==> src/rtl/swrb_pkg.sv <==
`timescale 1ns / 1ps
// ----------------------------------------------------------------------------
// swrb_pkg
// Shared types and codes of the retransmission buffer: descriptor layout,
// command and status codes, control group between sequencer and cell row.
// ----------------------------------------------------------------------------
package swrb_pkg;

  localparam int DEFAULT_DEPTH = 16;

  localparam int SEQ_W    = 32;
  localparam int KIND_W   = 2;
  localparam int BYTES_W  = 12;
  localparam int HANDLE_W = 16;
  localparam int CMD_W    = 2;
  localparam int STATUS_W = 2;
  localparam int HELD_W   = 5;

  localparam logic [CMD_W-1:0] CMD_INSERT = 2'd0;
  localparam logic [CMD_W-1:0] CMD_REMOVE = 2'd1;
  localparam logic [CMD_W-1:0] CMD_PURGE  = 2'd2;
  localparam logic [CMD_W-1:0] CMD_LOOKUP = 2'd3;

  localparam logic [STATUS_W-1:0] STATUS_OK        = 2'd0;
  localparam logic [STATUS_W-1:0] STATUS_FULL      = 2'd1;
  localparam logic [STATUS_W-1:0] STATUS_NOT_FOUND = 2'd2;

  localparam logic [KIND_W-1:0] KIND_LAST = 2'd2;

  typedef struct packed {
    logic [SEQ_W-1:0]    seq;
    logic [KIND_W-1:0]   kind;
    logic [BYTES_W-1:0]  bytes;
    logic [HANDLE_W-1:0] handle;
  } entry_t;

  typedef struct packed {
    logic shift;
    logic load;
  } chain_ctrl_t;

endpackage

==> src/rtl/swrb_if.sv <==
`timescale 1ns / 1ps
// ----------------------------------------------------------------------------
// swrb_in_if / swrb_out_if
// Valid/ready channels for commands and results of the retransmission buffer.
// ----------------------------------------------------------------------------
interface swrb_in_if;
  logic                           valid;
  logic                           ready;
  logic [swrb_pkg::CMD_W-1:0]     command;
  logic [swrb_pkg::SEQ_W-1:0]     seq_key;
  logic [swrb_pkg::KIND_W-1:0]    packet_kind_in;
  logic [swrb_pkg::BYTES_W-1:0]   byte_count_in;
  logic [swrb_pkg::HANDLE_W-1:0]  payload_handle_in;

  modport source (
    output valid, command, seq_key, packet_kind_in, byte_count_in, payload_handle_in,
    input  ready
  );
  modport sink (
    input  valid, command, seq_key, packet_kind_in, byte_count_in, payload_handle_in,
    output ready
  );
endinterface

interface swrb_out_if;
  logic                           valid;
  logic                           ready;
  logic [swrb_pkg::STATUS_W-1:0]  status;
  logic [swrb_pkg::SEQ_W-1:0]     found_seq;
  logic [swrb_pkg::KIND_W-1:0]    found_kind;
  logic [swrb_pkg::BYTES_W-1:0]   found_byte_count;
  logic [swrb_pkg::HANDLE_W-1:0]  found_payload_handle;
  logic                           last_packet_removed;
  logic [swrb_pkg::HELD_W-1:0]    entries_held;

  modport source (
    output valid, status, found_seq, found_kind, found_byte_count, found_payload_handle,
           last_packet_removed, entries_held,
    input  ready
  );
  modport sink (
    input  valid, status, found_seq, found_kind, found_byte_count, found_payload_handle,
           last_packet_removed, entries_held,
    output ready
  );
endinterface

==> src/rtl/swrb_cell.sv <==
`timescale 1ns / 1ps
// ----------------------------------------------------------------------------
// swrb_cell
// One descriptor slot of the row: holds, takes its right neighbor on a
// shift, or takes the broadcast descriptor when addressed.
// ----------------------------------------------------------------------------
module swrb_cell #(
  parameter int IDX_W = 4,
  parameter int INDEX = 0
) (
  input  logic                  clk,
  input  swrb_pkg::chain_ctrl_t ctrl,
  input  logic [IDX_W-1:0]      load_idx,
  input  swrb_pkg::entry_t      load_data,
  input  swrb_pkg::entry_t      right_in,
  output swrb_pkg::entry_t      data
);

  swrb_pkg::entry_t data_r;
  swrb_pkg::entry_t data_nxt;

  always_comb begin
    data_nxt = data_r;
    if (ctrl.load && (load_idx == IDX_W'(INDEX))) begin
      data_nxt = load_data;
    end else if (ctrl.shift) begin
      data_nxt = right_in;
    end
  end

  always_ff @(posedge clk) begin
    data_r <= data_nxt;
  end

  assign data = data_r;

endmodule

==> src/rtl/swrb_ctrl.sv <==
`timescale 1ns / 1ps
// ----------------------------------------------------------------------------
// swrb_ctrl
// Command sequencer: appends on accept without a pass; for the other commands walks the
// row past the head cell, writing kept descriptors back so they land packed.
// ----------------------------------------------------------------------------
module swrb_ctrl #(
  parameter int DEPTH = swrb_pkg::DEFAULT_DEPTH,
  parameter int IDX_W = (DEPTH > 1) ? $clog2(DEPTH) : 1
) (
  input  logic                   clk,
  input  logic                   rst_n,
  swrb_in_if.sink                in_if,
  swrb_out_if.source             out_if,
  input  swrb_pkg::entry_t       head,
  output swrb_pkg::chain_ctrl_t  ctrl,
  output logic [IDX_W-1:0]       load_idx,
  output swrb_pkg::entry_t       load_data
);

  localparam int CNT_W = $clog2(DEPTH + 1);
  localparam int SUM_W = CNT_W + 1;

  typedef enum logic [1:0] {
    ST_IDLE,
    ST_SCAN,
    ST_REPLY
  } state_t;

  state_t                         state_r;
  logic [CNT_W-1:0]               cnt_r;
  logic [IDX_W-1:0]               step_r;
  logic [CNT_W-1:0]               wr_r;
  logic [swrb_pkg::CMD_W-1:0]     cmd_r;
  logic [swrb_pkg::SEQ_W-1:0]     key_r;
  logic [swrb_pkg::STATUS_W-1:0]  status_r;
  swrb_pkg::entry_t               found_r;
  logic                           hit_r;
  logic                           last_r;

  logic                           out_valid_r;
  logic [swrb_pkg::STATUS_W-1:0]  out_status_r;
  swrb_pkg::entry_t               out_found_r;
  logic                           out_last_r;
  logic [swrb_pkg::HELD_W-1:0]    out_held_r;

  logic             accept;
  logic             live;
  logic             match;
  logic             drop;
  logic             keep;
  logic             hit_nxt;
  logic [CNT_W-1:0] wr_nxt;
  logic [SUM_W-1:0] dest;
  logic             last_step;

  assign in_if.ready = (state_r == ST_IDLE);
  assign accept      = in_if.valid && in_if.ready;

  assign live  = (CNT_W'(step_r) < cnt_r);
  assign match = (head.seq == key_r);
  assign drop  = live && (((cmd_r == swrb_pkg::CMD_REMOVE) && match) ||
                          ((cmd_r == swrb_pkg::CMD_PURGE) && (head.seq < key_r)));
  assign keep  = live && !drop;
  assign wr_nxt  = wr_r + CNT_W'(keep);
  assign hit_nxt = hit_r || ((cmd_r == swrb_pkg::CMD_LOOKUP) && live && match);
  assign last_step = (step_r == IDX_W'(DEPTH - 1));

  // kept descriptor goes where the remaining shifts carry it to slot wr
  assign dest = SUM_W'(wr_r) + SUM_W'(DEPTH - 1) - SUM_W'(step_r);

  always_comb begin
    ctrl.shift = 1'b0;
    ctrl.load  = 1'b0;
    load_idx   = dest[IDX_W-1:0];
    load_data  = head;
    if (state_r == ST_SCAN) begin
      ctrl.shift = 1'b1;
      ctrl.load  = keep;
    end else if (state_r == ST_IDLE) begin
      load_idx         = cnt_r[IDX_W-1:0];
      load_data.seq    = in_if.seq_key;
      load_data.kind   = in_if.packet_kind_in;
      load_data.bytes  = in_if.byte_count_in;
      load_data.handle = in_if.payload_handle_in;
      ctrl.load = accept && (in_if.command == swrb_pkg::CMD_INSERT) &&
                  (cnt_r < CNT_W'(DEPTH));
    end
  end

  always_ff @(posedge clk) begin
    if (!rst_n) begin
      state_r     <= ST_IDLE;
      cnt_r       <= '0;
      out_valid_r <= 1'b0;
    end else begin
      // a reply in the same cycle refills the output register itself
      if (out_valid_r && out_if.ready && (state_r != ST_REPLY)) begin
        out_valid_r <= 1'b0;
      end
      unique case (state_r)
        ST_IDLE: begin
          if (accept) begin
            cmd_r  <= in_if.command;
            key_r  <= in_if.seq_key;
            step_r <= '0;
            wr_r   <= '0;
            hit_r  <= 1'b0;
            last_r <= 1'b0;
            if (in_if.command == swrb_pkg::CMD_INSERT) begin
              if (cnt_r < CNT_W'(DEPTH)) begin
                cnt_r    <= cnt_r + 1'b1;
                status_r <= swrb_pkg::STATUS_OK;
              end else begin
                status_r <= swrb_pkg::STATUS_FULL;
              end
              state_r <= ST_REPLY;
            end else begin
              state_r <= ST_SCAN;
            end
          end
        end
        ST_SCAN: begin
          step_r <= step_r + 1'b1;
          wr_r   <= wr_nxt;
          if (drop && (head.kind == swrb_pkg::KIND_LAST)) begin
            last_r <= 1'b1;
          end
          if (!hit_r && hit_nxt) begin
            found_r <= head;
          end
          hit_r <= hit_nxt;
          if (last_step) begin
            cnt_r   <= wr_nxt;
            state_r <= ST_REPLY;
            priority if (cmd_r == swrb_pkg::CMD_REMOVE) begin
              status_r <= (wr_nxt == cnt_r) ? swrb_pkg::STATUS_NOT_FOUND
                                            : swrb_pkg::STATUS_OK;
            end else if (cmd_r == swrb_pkg::CMD_LOOKUP) begin
              status_r <= hit_nxt ? swrb_pkg::STATUS_OK : swrb_pkg::STATUS_NOT_FOUND;
            end else begin
              status_r <= swrb_pkg::STATUS_OK;
            end
          end
        end
        ST_REPLY: begin
          if (!out_valid_r || out_if.ready) begin
            out_valid_r  <= 1'b1;
            out_status_r <= status_r;
            out_found_r  <= hit_r ? found_r : '0;
            out_last_r   <= (cmd_r == swrb_pkg::CMD_PURGE) && last_r;
            out_held_r   <= swrb_pkg::HELD_W'(cnt_r);
            state_r      <= ST_IDLE;
          end
        end
        default: begin
          state_r <= ST_IDLE;
        end
      endcase
    end
  end

  assign out_if.valid                = out_valid_r;
  assign out_if.status               = out_status_r;
  assign out_if.found_seq            = out_found_r.seq;
  assign out_if.found_kind           = out_found_r.kind;
  assign out_if.found_byte_count     = out_found_r.bytes;
  assign out_if.found_payload_handle = out_found_r.handle;
  assign out_if.last_packet_removed  = out_last_r;
  assign out_if.entries_held         = out_held_r;

endmodule

==> src/rtl/sliding_window_retransmit_buffer_unit.sv <==
`timescale 1ns / 1ps
// Timing: an insert goes from accept through the reply state to the output
// register; remove, purge and lookup first make one full pass of the
// descriptor row past its head cell. The reply state waits while the output
// is held, and a new command is taken only once the last result is registered.
// Reset: rst_n synchronous, empties the buffer at once; no clearing pass.
// ----------------------------------------------------------------------------
// sliding_window_retransmit_buffer_unit
// Ordered, packed buffer of unacknowledged packet descriptors held in a row
// of shifting cells, with append, remove, purge-below and lookup commands.
// ----------------------------------------------------------------------------
module sliding_window_retransmit_buffer_unit #(
  parameter int WINDOW_DEPTH = swrb_pkg::DEFAULT_DEPTH
) (
  input  logic        clk,
  input  logic        rst_n,
  swrb_in_if.sink     in_if,
  swrb_out_if.source  out_if
);

  localparam int IDX_W = (WINDOW_DEPTH > 1) ? $clog2(WINDOW_DEPTH) : 1;

  swrb_pkg::entry_t      cell_q [WINDOW_DEPTH];
  swrb_pkg::chain_ctrl_t ctrl;
  logic [IDX_W-1:0]      load_idx;
  swrb_pkg::entry_t      load_data;

  swrb_ctrl #(
    .DEPTH (WINDOW_DEPTH),
    .IDX_W (IDX_W)
  ) u_ctrl (
    .clk       (clk),
    .rst_n     (rst_n),
    .in_if     (in_if),
    .out_if    (out_if),
    .head      (cell_q[0]),
    .ctrl      (ctrl),
    .load_idx  (load_idx),
    .load_data (load_data)
  );

  for (genvar i = 0; i < WINDOW_DEPTH; i++) begin : g_cell
    swrb_pkg::entry_t right;
    if (i == WINDOW_DEPTH - 1) begin : g_tail
      // tail content is never read back during a pass
      assign right = cell_q[i];
    end else begin : g_body
      assign right = cell_q[i+1];
    end

    swrb_cell #(
      .IDX_W (IDX_W),
      .INDEX (i)
    ) u_cell (
      .clk       (clk),
      .ctrl      (ctrl),
      .load_idx  (load_idx),
      .load_data (load_data),
      .right_in  (right),
      .data      (cell_q[i])
    );
  end

endmodule
==> src/flat_wrapper.sv <==
// flat-port wrapper written by rule: the top's interface ports become plain ports
module sliding_window_retransmit_buffer_unit_flat 
#(
  parameter int WINDOW_DEPTH = swrb_pkg::DEFAULT_DEPTH
)
  (clk, rst_n, in_if_valid, in_if_command, in_if_seq_key, in_if_packet_kind_in, in_if_byte_count_in, in_if_payload_handle_in, in_if_ready, out_if_valid, out_if_status, out_if_found_seq, out_if_found_kind, out_if_found_byte_count, out_if_found_payload_handle, out_if_last_packet_removed, out_if_entries_held, out_if_ready);
  swrb_in_if in_if_i ();
  swrb_out_if out_if_i ();
  input  logic clk;
  input  logic rst_n;
  input wire logic [$bits(in_if_i.valid)-1:0] in_if_valid;
  input wire logic [$bits(in_if_i.command)-1:0] in_if_command;
  input wire logic [$bits(in_if_i.seq_key)-1:0] in_if_seq_key;
  input wire logic [$bits(in_if_i.packet_kind_in)-1:0] in_if_packet_kind_in;
  input wire logic [$bits(in_if_i.byte_count_in)-1:0] in_if_byte_count_in;
  input wire logic [$bits(in_if_i.payload_handle_in)-1:0] in_if_payload_handle_in;
  output wire logic [$bits(in_if_i.ready)-1:0] in_if_ready;
  output wire logic [$bits(out_if_i.valid)-1:0] out_if_valid;
  output wire logic [$bits(out_if_i.status)-1:0] out_if_status;
  output wire logic [$bits(out_if_i.found_seq)-1:0] out_if_found_seq;
  output wire logic [$bits(out_if_i.found_kind)-1:0] out_if_found_kind;
  output wire logic [$bits(out_if_i.found_byte_count)-1:0] out_if_found_byte_count;
  output wire logic [$bits(out_if_i.found_payload_handle)-1:0] out_if_found_payload_handle;
  output wire logic [$bits(out_if_i.last_packet_removed)-1:0] out_if_last_packet_removed;
  output wire logic [$bits(out_if_i.entries_held)-1:0] out_if_entries_held;
  input wire logic [$bits(out_if_i.ready)-1:0] out_if_ready;
  assign in_if_i.valid = in_if_valid;
  assign in_if_i.command = in_if_command;
  assign in_if_i.seq_key = in_if_seq_key;
  assign in_if_i.packet_kind_in = in_if_packet_kind_in;
  assign in_if_i.byte_count_in = in_if_byte_count_in;
  assign in_if_i.payload_handle_in = in_if_payload_handle_in;
  assign in_if_ready = in_if_i.ready;
  assign out_if_valid = out_if_i.valid;
  assign out_if_status = out_if_i.status;
  assign out_if_found_seq = out_if_i.found_seq;
  assign out_if_found_kind = out_if_i.found_kind;
  assign out_if_found_byte_count = out_if_i.found_byte_count;
  assign out_if_found_payload_handle = out_if_i.found_payload_handle;
  assign out_if_last_packet_removed = out_if_i.last_packet_removed;
  assign out_if_entries_held = out_if_i.entries_held;
  assign out_if_i.ready = out_if_ready;
  sliding_window_retransmit_buffer_unit #(.WINDOW_DEPTH(WINDOW_DEPTH)) u_core (.clk(clk), .rst_n(rst_n), .in_if(in_if_i), .out_if(out_if_i));
endmodule
==> config.mk <==
export PLATFORM = sky130hd
export DESIGN_NAME = sliding_window_retransmit_buffer_unit_flat
export DESIGN_NICKNAME = d
export VERILOG_FILES = /design/src/rtl/swrb_pkg.sv /design/src/rtl/swrb_if.sv /design/src/rtl/swrb_cell.sv /design/src/rtl/swrb_ctrl.sv /design/src/rtl/sliding_window_retransmit_buffer_unit.sv /design/src/flat_wrapper.sv
export SDC_FILE = /design/constraint.sdc
export NUM_CORES = 1
export LEC_CHECK = 0
export ABC_AREA = 1
export ABC_CLOCK_PERIOD_IN_PS = 7310
export BUFFER_PORTS_ARGS = -buffer_cell sky130_fd_sc_hd__buf_2
export CAP_MARGIN = 20
export CORE_ASPECT_RATIO = 1.25
export CORE_MARGIN = 5
export CORE_UTILIZATION = 35
export CTS_CLUSTER_SIZE = 16
export DETAILED_ROUTE_END_ITERATION = 8
export GPL_TIMING_DRIVEN = 0
export PLACE_DENSITY_LB_ADDON = 0.2
export SLEW_MARGIN = 15
export SYNTH_ARGS = -nofsm -noshare
export SYNTH_HDL_FRONTEND = slang
export SYNTH_SLANG_ARGS = --single-unit
==> constraint.sdc <==
create_clock -name clk -period 7.31 [get_ports clk]
set_input_delay 0.3655 -clock clk [delete_from_list [all_inputs] [get_ports clk]]
set_output_delay 0.3655 -clock clk [all_outputs]
set_load 0.1 [all_outputs]
==> results.cfg <==
[routing]
drt_pre_antenna_iters = 8
drtAntennaViolNets = 0
drt_iter0_drc = 2877
vias = 36500
drt_wl_total_mm = 159
wl_per_cell_um = 21.7
viasPerCell = 4.96
drc_errors = 0

[clock_network]
clock-sinks = 1179
clk_pin_slew_ns = 0.06
worstSkewPairLatency_ns = 0.76
clockBufferDepth = 3
htreeDepth = 3
cts_resized = 0
root_buffer = clkbuf_16
cts_tree = done
cts_buffers = 120

[cells_and_area]
fin_nets = 5453
areaGrowthSynthToFinish_pct = 15.9
design_area_um2 = 60000
stdcell_count = 7357
drive_gt1_frac = 0.103

[synth]
ys_seq_area_frac = 0.683
yosys.area.top_type = edfxtp_1
yosysMostFrequentCell = nand2_1
ys_warn_count = 0
ys_ff_latch = 1179
mappedNetlistArea_um2 = 51800
synth.avg_cell_area_um2 = 10.3
synthCells = 5006
synth_top_cell_area_share = 0.679
synthTopCellsByArea = edfxtp_1, nand2_1, nand3_1
synth_cell_types = 37
synth-edff-count = 1171
async_flop_share = 0
ys.flop_type = edfxtp_1
ys_top_cells_by_count = nand2_1, edfxtp_1, nand3_1
synth_nets = 5117

[die]
start_util = 0.353
ios = 140
die-area_um2 = 156000
core_um2 = 147000
placementRows = 157
die-width_um = 354
die_h_um = 440

[global_routing]
grt_pass1_vias = 35600
top_usage_layer = met2
gr-usage-met3 = 0.0327
gr-total-overflow = 0
antenna_found_initial = 6
grtUsageTotal = 0.199
grtUsageMet2 = 0.367
use_met1 = 0.237
grt_pass1_wl_mm = 231
grt_max_degree = 42

[pwr]
irDropWorstVdd_uv = 185
power_density_nw_per_um2 = 335
leakage_nw = 24.8

[worst_setup_path]
crit_fanout = 39
worstSetupPathType = reg2reg
critPathLaunchType = flop
required_ns = 7.73
worst_ep_arrival_time_ns = 5.61
endpoint_kind = flop

[sta]
slew_violations = 0
fmax_mhz = 193
layout_min_cycle_time_ns = 5.19
setup_viol = 0
rsz0062_at_grt = false
max_slew_margin = 0.220
setup_slack_ns = 2.12
finClkSkew_ns = 0.0248
hold_viol_final = 0
post-route-period-util = 0.710
tightest_slew_ns = 1.17

[min_path]
hp-class = in2reg

[placement]
pre_cts_ws_ns = 2.05
dp.cells = 7091
finalWeightedCongestion = 0.843
port-buffer-count = 139
dp_hpwl_mm = 113
dpl_cell_area_um2 = 55700

[outcome]
status = complete, no violations

[flow_run]
cap_violations = 0
cell type report:
type	instances	area, µm²
clock buffers	140	3120
flip-flops and latches	1179	35300
multi-input cells	3314	14500
fillers	14200	86800
plain buffers	373	1600
inverters	140	526
diodes	3	7.51
repair buffers	214	1760
well taps	1908	2390
clock inverters	86	744
logic make-up (layout without fill, tap and decap cells):
family          count (synthesis)  in the layout  synth area share
xor+xnor                        8              8           0.00135
fa+ha+maj                      43             43            0.0105
other cells                     0              3                 0
flops                        1179           1179             0.683
simple gates                 3211           3211             0.259
compound gates                 52             52           0.00580
buf+inv                       513            953            0.0411
cells in the final DEF (no fill, tap or decap), types with 4 or more instances in the layout:
cell and count:
nand2_1 2174, nand2_4 15, xor2_1 4, buf_16 10, buf_12 11, o21ai_0 11
nand2_2 11, clkinv_8 5, nand3_1 946, nor2_2 4, o21ai_1 5, clkinv_2 27
inv_1 137, clkbuf_16 122, inv_6 4, buf_1 16, clkinv_1 36, nor2_4 15
buf_2 296, nand4_1 5, edfxtp_1 1171, xnor2_1 4, dfxtp_1 8, bufinv_16 11
nor2_1 33, ha_1 42, clkbuf_1 214, a21oi_1 20, buf_6 14, dlygate4sd3_1 37
state kept, by name, summed over array words and instances, names as in the netlist, 2 cells and up:
| register | flops |
|---|---|
| u_core.g_cell.u_cell.data | 992 |
| u_core.u_ctrl.cmd_r | 2 |
| u_core.u_ctrl.cnt_r | 5 |
| u_core.u_ctrl.found_r | 62 |
| u_core.u_ctrl.key_r | 32 |
| u_core.u_ctrl.out_if.entries_held | 5 |
| u_core.u_ctrl.out_if.found_byte_count | 12 |
| u_core.u_ctrl.out_if.found_kind | 2 |
| u_core.u_ctrl.out_if.found_payload_handle | 16 |
| u_core.u_ctrl.out_if.found_seq | 32 |
| u_core.u_ctrl.out_if.status | 2 |
| u_core.u_ctrl.state_r | 2 |
| u_core.u_ctrl.status_r | 2 |
| u_core.u_ctrl.step_r | 4 |
| u_core.u_ctrl.wr_r | 5 |
path summary, 6_finish.rpt:
check	start	end	slack (ns)	cells after the start
setup / recovery	u_core.u_ctrl.state_r[0]	u_core.g_cell[2].u_cell.data[23]	2.12	11
setup reg to reg	u_core.u_ctrl.state_r[0]	u_core.g_cell[2].u_cell.data[23]	2.12	11
hold / removal	in_if_valid	u_core.u_ctrl.state_r[0]	0.11	5
hold reg to reg	u_core.u_ctrl.status_r[0]	u_core.u_ctrl.out_if.status[0]	0.42	0
stage by stage:
step | power (mW) | util | hold slack [ns] | TNS, ns
after floorplan | 12.0 | - | 0.400 | 0
after global placement | 13.9 | 0.374 | 0.400 | -370.33
after detailed placement | 14.0 | 0.380 | 0.406 | 0
after CTS | 20.2 | 0.409 | 0.0346 | 0
after global routing | 20.9 | 0.409 | 0.127 | 0
final | 20.1 | 0.409 | 0.109 | 0
per-layer routing:
metal	wire length [µm]	part of all wire
met2	82100	0.52
met5	0	0
met3	10300	0.065
met4	5010	0.031
met1	61900	0.39
where the power goes:
| group | switching, mW | leakage [nW] | internal, mW |
|---|---|---|---|
| combinational | 3.62 | 11.9 | 0.924 |
| clock | 2.74 | 1.90 | 3.44 |
| sequential | 0.356 | 10.9 | 9.03 |
| total | 6.72 | 24.8 | 13.4 |
critical path, stage by stage, from the launching register on:
cell and delay [ns]:
dfxtp_1 0.48, nor2_4 0.19, inv_2 0.11, buf_2 0.61, nand2_1 0.15, o21ai_2 0.18
nand2_1 0.33, nor2_4 0.71, nand2_1 0.90, buf_2 0.48, nand2_4 0.36, buf_12 0.30
repair_timing:
item,CTS,global route
buffers inserted,0,0
hold endpoints to repair,39,0
hold buffers,37,0
No activity file was read; power rests on OpenSTA's default activity.
